==> src/sv/wsdf_pkg.sv <==
package wsdf_pkg;

  localparam int unsigned QueueDepthDef = 4;

  localparam logic [6:0] LenCodeExt16 = 7'd126;
  localparam logic [6:0] LenCodeExt64 = 7'd127;
  localparam logic [2:0] ExtLenBytes  = 3'd2;
  localparam logic [2:0] MaskKeyBytes = 3'd4;

  localparam logic [2:0] PhFirst   = 3'd0;
  localparam logic [2:0] PhLen     = 3'd1;
  localparam logic [2:0] PhExt     = 3'd2;
  localparam logic [2:0] PhMask    = 3'd3;
  localparam logic [2:0] PhPayload = 3'd4;
  localparam logic [2:0] PhDone    = 3'd5;

  localparam logic [7:0] HdrClose  = 8'h88;
  localparam logic [7:0] HdrPing   = 8'h89;
  localparam logic [1:0] KindOther = 2'd0;
  localparam logic [1:0] KindClose = 2'd1;
  localparam logic [1:0] KindPing  = 2'd2;

  typedef enum logic [1:0] {
    StOk    = 2'd0,
    StTrunc = 2'd1,
    StUnsup = 2'd2
  } status_e;

  // One request from the parser to the output side.
  typedef struct packed {
    logic [7:0] data;
    logic [7:0] key;
    logic       has_byte;
    logic       frame_end;
    status_e    status;
    logic [7:0] hdr;
  } req_t;

endpackage

==> src/sv/websocket_frame_deframer_top.sv <==
// Receive-side WebSocket frame deframer with payload unmasking.
// The input channel (in_valid_i, in_stall_o) takes the bytes of one received
// buffer, one per request, with buffer_end_i set on the final byte.
// The output channel (out_valid_o, out_stall_i) gives zero or one result per
// input byte: an unmasked payload byte, a frame-end marker with its status
// (ok, truncated or unsupported 64-bit length) and the frame kind.
// One byte is accepted every cycle while in_stall_o is low. The parser handles a
// byte in the cycle it is offered and writes its result into the queue at the
// accepting edge; the output register loads from the queue when it is empty or
// its result is being taken, so a result passes through the queue and then the
// output register before it is presented.
// A short queue sits between the parser and the output register, so the
// parser keeps taking bytes while the receiver stalls; in_stall_o rises
// only once that queue is full.
// Reset clears the parser to expect a new frame and empties the queue and
// the output register.
module websocket_frame_deframer_top import wsdf_pkg::*; #(
  parameter int unsigned QueueDepth = QueueDepthDef
) (
  input  logic       clk_i,
  input  logic       rst_ni,
  input  logic       in_valid_i,
  output logic       in_stall_o,
  input  logic [7:0] data_byte_i,
  input  logic       buffer_end_i,
  output logic       out_valid_o,
  input  logic       out_stall_i,
  output logic [7:0] payload_byte_o,
  output logic       has_byte_o,
  output logic       frame_end_o,
  output logic [1:0] status_o,
  output logic [1:0] frame_kind_o
);

  logic full, push, pop, q_valid;
  req_t push_req, pop_req;

  assign in_stall_o = full;

  wsdf_parse u_parse (
    .clk_i        (clk_i),
    .rst_ni       (rst_ni),
    .in_valid_i   (in_valid_i),
    .data_byte_i  (data_byte_i),
    .buffer_end_i (buffer_end_i),
    .full_i       (full),
    .push_o       (push),
    .req_o        (push_req)
  );

  wsdf_queue #(
    .Depth (QueueDepth)
  ) u_queue (
    .clk_i      (clk_i),
    .rst_ni     (rst_ni),
    .push_i     (push),
    .push_req_i (push_req),
    .full_o     (full),
    .pop_i      (pop),
    .valid_o    (q_valid),
    .pop_req_o  (pop_req)
  );

  wsdf_exec u_exec (
    .clk_i          (clk_i),
    .rst_ni         (rst_ni),
    .q_valid_i      (q_valid),
    .q_req_i        (pop_req),
    .pop_o          (pop),
    .out_valid_o    (out_valid_o),
    .out_stall_i    (out_stall_i),
    .payload_byte_o (payload_byte_o),
    .has_byte_o     (has_byte_o),
    .frame_end_o    (frame_end_o),
    .status_o       (status_o),
    .frame_kind_o   (frame_kind_o)
  );

endmodule

==> src/sv/wsdf_parse.sv <==
module wsdf_parse import wsdf_pkg::*; (
  input  logic       clk_i,
  input  logic       rst_ni,
  input  logic       in_valid_i,
  input  logic [7:0] data_byte_i,
  input  logic       buffer_end_i,
  input  logic       full_i,
  output logic       push_o,
  output req_t       req_o
);

  logic [2:0]  phase_q, phase_d;
  logic [2:0]  hcnt_q, hcnt_d;
  logic [7:0]  hdr_q, hdr_d;
  logic        mask_q, mask_d;
  logic [31:0] key_q, key_d;
  logic [15:0] len_q, len_d;
  logic [15:0] pos_q, pos_d;

  logic        accept;
  logic        ended, was_done, has, known, begin_pl;
  logic [15:0] known_len, bp_len;
  logic [7:0]  key_b;
  status_e     status;

  assign accept = in_valid_i && !full_i;

  always_comb begin
    phase_d   = phase_q;
    hcnt_d    = hcnt_q;
    hdr_d     = hdr_q;
    mask_d    = mask_q;
    key_d     = key_q;
    len_d     = len_q;
    pos_d     = pos_q;
    ended     = 1'b0;
    was_done  = 1'b0;
    has       = 1'b0;
    known     = 1'b0;
    begin_pl  = 1'b0;
    known_len = len_q;
    bp_len    = len_q;
    key_b     = 8'd0;
    status    = StOk;

    unique case (phase_q)
      PhFirst: begin
        hdr_d   = data_byte_i;
        mask_d  = 1'b0;
        key_d   = '0;
        len_d   = '0;
        pos_d   = '0;
        hcnt_d  = '0;
        phase_d = PhLen;
      end
      PhLen: begin
        mask_d = data_byte_i[7];
        if (data_byte_i[6:0] == LenCodeExt64) begin
          phase_d = PhDone;
          ended   = 1'b1;
          status  = StUnsup;
        end else if (data_byte_i[6:0] == LenCodeExt16) begin
          phase_d = PhExt;
          hcnt_d  = '0;
          len_d   = '0;
        end else begin
          len_d     = {9'd0, data_byte_i[6:0]};
          known     = 1'b1;
          known_len = len_d;
        end
      end
      PhExt: begin
        len_d  = {len_q[7:0], data_byte_i};
        hcnt_d = 3'(hcnt_q + 3'd1);
        if (hcnt_d >= ExtLenBytes) begin
          known     = 1'b1;
          known_len = len_d;
        end
      end
      PhMask: begin
        key_d  = {key_q[23:0], data_byte_i};
        hcnt_d = 3'(hcnt_q + 3'd1);
        if (hcnt_d >= MaskKeyBytes) begin
          begin_pl = 1'b1;
          bp_len   = len_q;
        end
      end
      PhPayload: begin
        if (mask_q) begin
          case (pos_q[1:0])
            2'd0:    key_b = key_q[31:24];
            2'd1:    key_b = key_q[23:16];
            2'd2:    key_b = key_q[15:8];
            default: key_b = key_q[7:0];
          endcase
        end
        has   = 1'b1;
        pos_d = 16'(pos_q + 16'd1);
        if (pos_d == len_q) begin
          phase_d = PhDone;
          ended   = 1'b1;
        end
      end
      default: begin
        was_done = 1'b1;
      end
    endcase

    if (known) begin
      if (mask_d) begin
        phase_d = PhMask;
        hcnt_d  = '0;
        key_d   = '0;
      end else begin
        begin_pl = 1'b1;
        bp_len   = known_len;
      end
    end

    if (begin_pl) begin
      pos_d = '0;
      if (bp_len == 16'd0) begin
        phase_d = PhDone;
        ended   = 1'b1;
      end else begin
        phase_d = PhPayload;
      end
    end

    if (buffer_end_i && !ended && !was_done) begin
      ended  = 1'b1;
      status = StTrunc;
      has    = 1'b0;
    end

    // The end of a buffer always starts the next frame afresh.
    if (buffer_end_i) begin
      phase_d = PhFirst;
      hcnt_d  = '0;
      hdr_d   = '0;
      mask_d  = 1'b0;
      key_d   = '0;
      len_d   = '0;
      pos_d   = '0;
    end
  end

  assign push_o          = accept && (has || ended);
  assign req_o.data      = data_byte_i;
  assign req_o.key       = key_b;
  assign req_o.has_byte  = has;
  assign req_o.frame_end = ended;
  assign req_o.status    = status;
  assign req_o.hdr       = (phase_q == PhFirst) ? data_byte_i : hdr_q;

  always_ff @(posedge clk_i or negedge rst_ni) begin
    if (!rst_ni) begin
      phase_q <= PhFirst;
      hcnt_q  <= '0;
      hdr_q   <= '0;
      mask_q  <= 1'b0;
      key_q   <= '0;
      len_q   <= '0;
      pos_q   <= '0;
    end else if (accept) begin
      phase_q <= phase_d;
      hcnt_q  <= hcnt_d;
      hdr_q   <= hdr_d;
      mask_q  <= mask_d;
      key_q   <= key_d;
      len_q   <= len_d;
      pos_q   <= pos_d;
    end
  end

endmodule

==> src/sv/wsdf_queue.sv <==
module wsdf_queue import wsdf_pkg::*; #(
  parameter int unsigned Depth = QueueDepthDef
) (
  input  logic clk_i,
  input  logic rst_ni,
  input  logic push_i,
  input  req_t push_req_i,
  output logic full_o,
  input  logic pop_i,
  output logic valid_o,
  output req_t pop_req_o
);

  localparam int unsigned PtrW = $clog2(Depth);
  localparam int unsigned CntW = $clog2(Depth + 1);
  localparam logic [PtrW-1:0] LastPtr = PtrW'(Depth - 1);

  req_t            mem_q [Depth];
  logic [PtrW-1:0] wr_ptr_q, rd_ptr_q;
  logic [CntW-1:0] cnt_q;
  logic            do_pop;

  assign full_o    = (cnt_q == CntW'(Depth));
  assign valid_o   = (cnt_q != '0);
  assign pop_req_o = mem_q[rd_ptr_q];
  assign do_pop    = pop_i && valid_o;

  always_ff @(posedge clk_i) begin
    if (push_i) begin
      mem_q[wr_ptr_q] <= push_req_i;
    end
  end

  always_ff @(posedge clk_i or negedge rst_ni) begin
    if (!rst_ni) begin
      wr_ptr_q <= '0;
      rd_ptr_q <= '0;
      cnt_q    <= '0;
    end else begin
      if (push_i) begin
        wr_ptr_q <= (wr_ptr_q == LastPtr) ? '0 : PtrW'(wr_ptr_q + 1'b1);
      end
      if (do_pop) begin
        rd_ptr_q <= (rd_ptr_q == LastPtr) ? '0 : PtrW'(rd_ptr_q + 1'b1);
      end
      if (push_i && !do_pop) begin
        cnt_q <= CntW'(cnt_q + 1'b1);
      end else if (do_pop && !push_i) begin
        cnt_q <= CntW'(cnt_q - 1'b1);
      end
    end
  end

endmodule

==> src/sv/wsdf_exec.sv <==
module wsdf_exec import wsdf_pkg::*; (
  input  logic       clk_i,
  input  logic       rst_ni,
  input  logic       q_valid_i,
  input  req_t       q_req_i,
  output logic       pop_o,
  output logic       out_valid_o,
  input  logic       out_stall_i,
  output logic [7:0] payload_byte_o,
  output logic       has_byte_o,
  output logic       frame_end_o,
  output logic [1:0] status_o,
  output logic [1:0] frame_kind_o
);

  logic       valid_q;
  logic [7:0] byte_q, byte_d;
  logic       has_q;
  logic       end_q;
  logic [1:0] status_q, status_d;
  logic [1:0] kind_q, kind_d;

  assign pop_o = q_valid_i && (!valid_q || !out_stall_i);

  always_comb begin
    byte_d   = q_req_i.has_byte ? (q_req_i.data ^ q_req_i.key) : 8'd0;
    status_d = q_req_i.frame_end ? q_req_i.status : StOk;
    kind_d   = KindOther;
    if (q_req_i.frame_end) begin
      if (q_req_i.hdr == HdrClose) begin
        kind_d = KindClose;
      end else if (q_req_i.hdr == HdrPing) begin
        kind_d = KindPing;
      end
    end
  end

  always_ff @(posedge clk_i or negedge rst_ni) begin
    if (!rst_ni) begin
      valid_q <= 1'b0;
    end else if (!valid_q || !out_stall_i) begin
      valid_q <= q_valid_i;
    end
  end

  always_ff @(posedge clk_i) begin
    if (pop_o) begin
      byte_q   <= byte_d;
      has_q    <= q_req_i.has_byte;
      end_q    <= q_req_i.frame_end;
      status_q <= status_d;
      kind_q   <= kind_d;
    end
  end

  assign out_valid_o    = valid_q;
  assign payload_byte_o = byte_q;
  assign has_byte_o     = has_q;
  assign frame_end_o    = end_q;
  assign status_o       = status_q;
  assign frame_kind_o   = kind_q;

endmodule

==> config.mk <==
export PLATFORM = sky130hd
export DESIGN_NAME = websocket_frame_deframer_top
export DESIGN_NICKNAME = d
export VERILOG_FILES = /design/src/sv/wsdf_pkg.sv /design/src/sv/websocket_frame_deframer_top.sv /design/src/sv/wsdf_parse.sv /design/src/sv/wsdf_queue.sv /design/src/sv/wsdf_exec.sv
export SDC_FILE = /design/constraint.sdc
export NUM_CORES = 1
export LEC_CHECK = 0
export BUFFER_PORTS_ARGS = -buffer_cell sky130_fd_sc_hd__buf_4
export CORE_MARGIN = 2
export CORE_UTILIZATION = 51
export CTS_BUF_LIST = sky130_fd_sc_hd__clkbuf_8 sky130_fd_sc_hd__clkbuf_16
export DETAILED_ROUTE_END_ITERATION = 10
export MAX_ROUTING_LAYER = met4
export PLACE_DENSITY = 0.66
export SLEW_MARGIN = 10
export SYNTH_ARGS = -nofsm -noshare
export SYNTH_HDL_FRONTEND = slang
export SYNTH_SLANG_ARGS = --single-unit
==> constraint.sdc <==
create_clock -name clk_i -period 9.6 [get_ports clk_i]
set_clock_uncertainty 0.2 [all_clocks]
set_input_delay 0.48 -clock clk_i [delete_from_list [all_inputs] [get_ports clk_i]]
set_output_delay 0.48 -clock clk_i [all_outputs]
set_load 0.02 [all_outputs]
==> out/summary.txt <==
Synth async-reset ratio: 40.8%
Syn Inst Count: 743
global-route wire length before repair: 35,200 um
Detail Placement HPWL: 14,500 um
sequential share of the synthesized area: 61.8%
Placed Instances: 974
port bufs: 28
Final GP Congestion: 0.904
row count: 50
Multi-input gate area: 3430 um2
drt pass-1 iters: 7
most frequent cells in the layout: 126 x edfxtp_1, 87 x dfrtp_1, 73 x nor2_1
run status: completed
dominant cells by area after synthesis: edfxtp_1 39%, dfrtp_1 23%, xnor2_1 4.4%
Worst-Margin Slew: 1220 ps
delay-heaviest family, CP: simple AND/OR/NAND/NOR gates
initial antenna violation count: 0
post-synth cell types: 77
CTS H-tree depth: 1
R2R depth: 6
DRC: 0
most frequently used flop master after synthesis: edfxtp_1
DR iter-0 viols: 523
crit path from: u_queue.cnt_q[2]$_DFFE_PN0P_
Layout fillers: 1,502
Net Sw Frac: 30.8%
combinational fraction of design power: 25.1%
Max Clk Rate: 278 MHz
post-synth top area cell: edfxtp_1
R2R Path End: u_parse.pos_q[12]$_DFFE_PN0P_
IO Pins: 29
Hold Buf Count CTS: 2
Synth top area share: 39.2%
critical path cell sequence: or3b_2 > nand2_1 > nor2_1 > nand4b_1 > or3_1 > o21ai_0
Post-synth EDFFs: 126
WP depth: 6
Die Height: 142 um
Crit path arrival time: 3810 ps
Mapped Nets: 769
minimum clock period: 3600 ps
Reg clk slew, reported paths: 70 ps
CP Capture Type: register
Hold WS: 68.6 ps
Syn-to-layout area delta: 11.4%
post-route ant nets: 0
Max Slew Vio Count: 0
Hold Crit Class: primary input to register
post_cts resized: 0
grt ovf: 0
cell area after synthesis: 9650 um2
Power Internal: 1.92 mW
vias per cell: 6.10
Max Cap Viol: 0
clock power share: 28.7%
R2R setup slack: 6000 ps
P per Cell Area: 258 nW/um2
switching power: 0.855 mW
worst-path fanout max: 22
leakage power: 4.09 nW
WL/cell: 21.6 um
die area: 20,000 um2
Final Hold Vio Count: 0
vias in the first global route: 6,343
ant diodes: 0
latest clock arrival within the worst-skew pair: 510 ps
r2r startpoint: u_queue.cnt_q[2]$_DFFE_PN0P_
Ys Warns: 0
commonest non-fill, non-tap cell in the layout: edfxtp_1
gr usage total: 23.2%
clock buffer depth: 3
Reg area: 5960 um2
WP buf/inv: 0
DR vias: 6,194
period utilisation layout: 37.4%
Cell Count, Final, Fillers Out: 1,015
RSZ-0062 raised after global routing: false
crit path to: u_parse.pos_q[12]$_DFFE_PN0P_
final net count: 792
total CTS buffers: 22
slowest CP cell: nand4b_1
final WL: 21,900 um
Crit path required time: 9820 ps
final setup vio count: 0
CTS sink count: 213
Post-CTS Setup Inserts: 0
Worst IR Drop VDD: 0.000102 V
largest net degree at the start of global routing: 75
CP Launch Type: register
biggest cell delay along the critical path: 880 ps
mean area per synthesized cell: 13.0 um2
final setup TNS: 0 ps
layout cell share with drive strength beyond 1: 14.3%
Chip Width: 142 um
root buf cell: clkbuf_16
crit path kind: register to register
TritonCTS clock tree: yes
part of the power in registers: 46.2%
Slew HR: 17.9%
core area: 18,600 um2
Initial Util: 51.7%
Yosys reg bits: 213
-- registers in the layout, indices dropped and copies added, names as in the netlist --
| name | cells |
|---|---|
| u_queue.wr_ptr_q | 2 |
| u_queue.cnt_q | 3 |
| u_parse.hcnt_q | 3 |
| u_exec.payload_byte_o | 8 |
| u_exec.has_byte_o | 1 |
| u_parse.mask_q | 1 |
| u_parse.phase_q | 3 |
| u_parse.hdr_q | 8 |
| u_queue.rd_ptr_q | 2 |
| u_parse.pos_q | 16 |
| u_exec.frame_kind_o | 2 |
| u_exec.status_o | 2 |
| u_exec.out_valid_o | 1 |
| u_exec.frame_end_o | 1 |
| u_parse.key_q | 32 |
| u_queue.mem_q | 112 |
| u_parse.len_q | 16 |
-- metal layers --
layer | wire length, um | GRT usage [%] | vias to the layer above
met1 | 9360 | 30.9 | 3097
met4 | 544 | 7.05 | 0
li1 | - | - | 2855
met5 | 0 | - | -
met3 | 1100 | 2.73 | 42
met2 | 10900 | 38.0 | 200
-- cell usage after synthesis (all sizes together), types with 2 or more instances --
cell type and n:
a21o 3, a32oi 2, xnor2 49, nor4bb 2, xor2 8, inv 20
a21oi 21, a22oi 19, a2111oi 2, and3 5, edfxtp 126, mux2 12
and4 3, nand3 12, nand4 9, nand3b 3, a211oi 3, o41ai 2
a31o 2, dfrtp 87, nor3 13, clkbuf 24, nand2 34, o21a 2
a22o 38, o31ai 11, nor4 11, or4 2, o21ai 36, ha 12
a32o 2, a222oi 8, a211o 3, and2 10, nand2b 4, nor4b 7
or3 4, buf 17, nor2b 5, mux4 12, nor2 74, a31oi 4
or3b 3, o31a 2
-- metrics by stage --
step / setup WS [ps] / util [%] / area (um2) / power [mW]
after detailed placement: 6070 / 53.9 / 10000 / 2.00
after global placement: 6080 / 53.9 / 10000 / 1.98
final: 6000 / 57.6 / 10700 / 2.77
after global routing: 5760 / 57.6 / 10700 / 2.92
after CTS: 6040 / 57.6 / 10700 / 2.80
after floorplan: 6410 / - / 9650 / 1.76
-- power groups by stage --
stage	registers, mW	logic [mW]	clock network, mW
5_1_grt	1.30	0.765	0.852
4_1_cts	1.28	0.706	0.812
3_3_place_gp	1.29	0.687	0
2_1_floorplan	1.29	0.465	0
3_5_place_dp	1.30	0.702	0
6_report	1.28	0.696	0.797
-- layout make-up --
type                       instances  area share [%]
timing repair buffer              40            2.84
tap                              234            2.73
sequential                       213            55.5
clock buffer                      23            5.25
clock inverter                    16            1.06
multi-input combinational        469            31.9
inverter                          20           0.699
-- cells by family after synthesis --
family	synth area share, %
buf+inv	2.67
fa+ha+maj	1.76
compound gates	13.2
xor+xnor	5.25
flops	61.8
simple gates	11.0
mux	4.38
-- worst min path at each step --
stage	from	end	cells past startpoint
6_report	data_byte_i[7]	u_queue.mem_q[0][27]$_DFFE_PP_	1
4_1_cts	data_byte_i[7]	u_queue.mem_q[1][27]$_DFFE_PP_	1
2_1_floorplan	rst_ni	u_exec.out_valid_o$_DFFE_PN0N_	0
3_3_place_gp	rst_ni	u_parse.key_q[14]$_DFFE_PN0P_	1
5_1_grt	data_byte_i[7]	u_queue.mem_q[0][27]$_DFFE_PP_	1
3_5_place_dp	rst_ni	u_parse.key_q[14]$_DFFE_PN0P_	1
-- worst reg2reg max path, stage by stage, from the launching register on --
cell      delay, ps
dfrtp_1         400
or3b_2          230
nand2_1         320
nor2_1          750
nand4b_1        880
or3_1           640
o21ai_0          90
(Power assumes the default switching activity.)
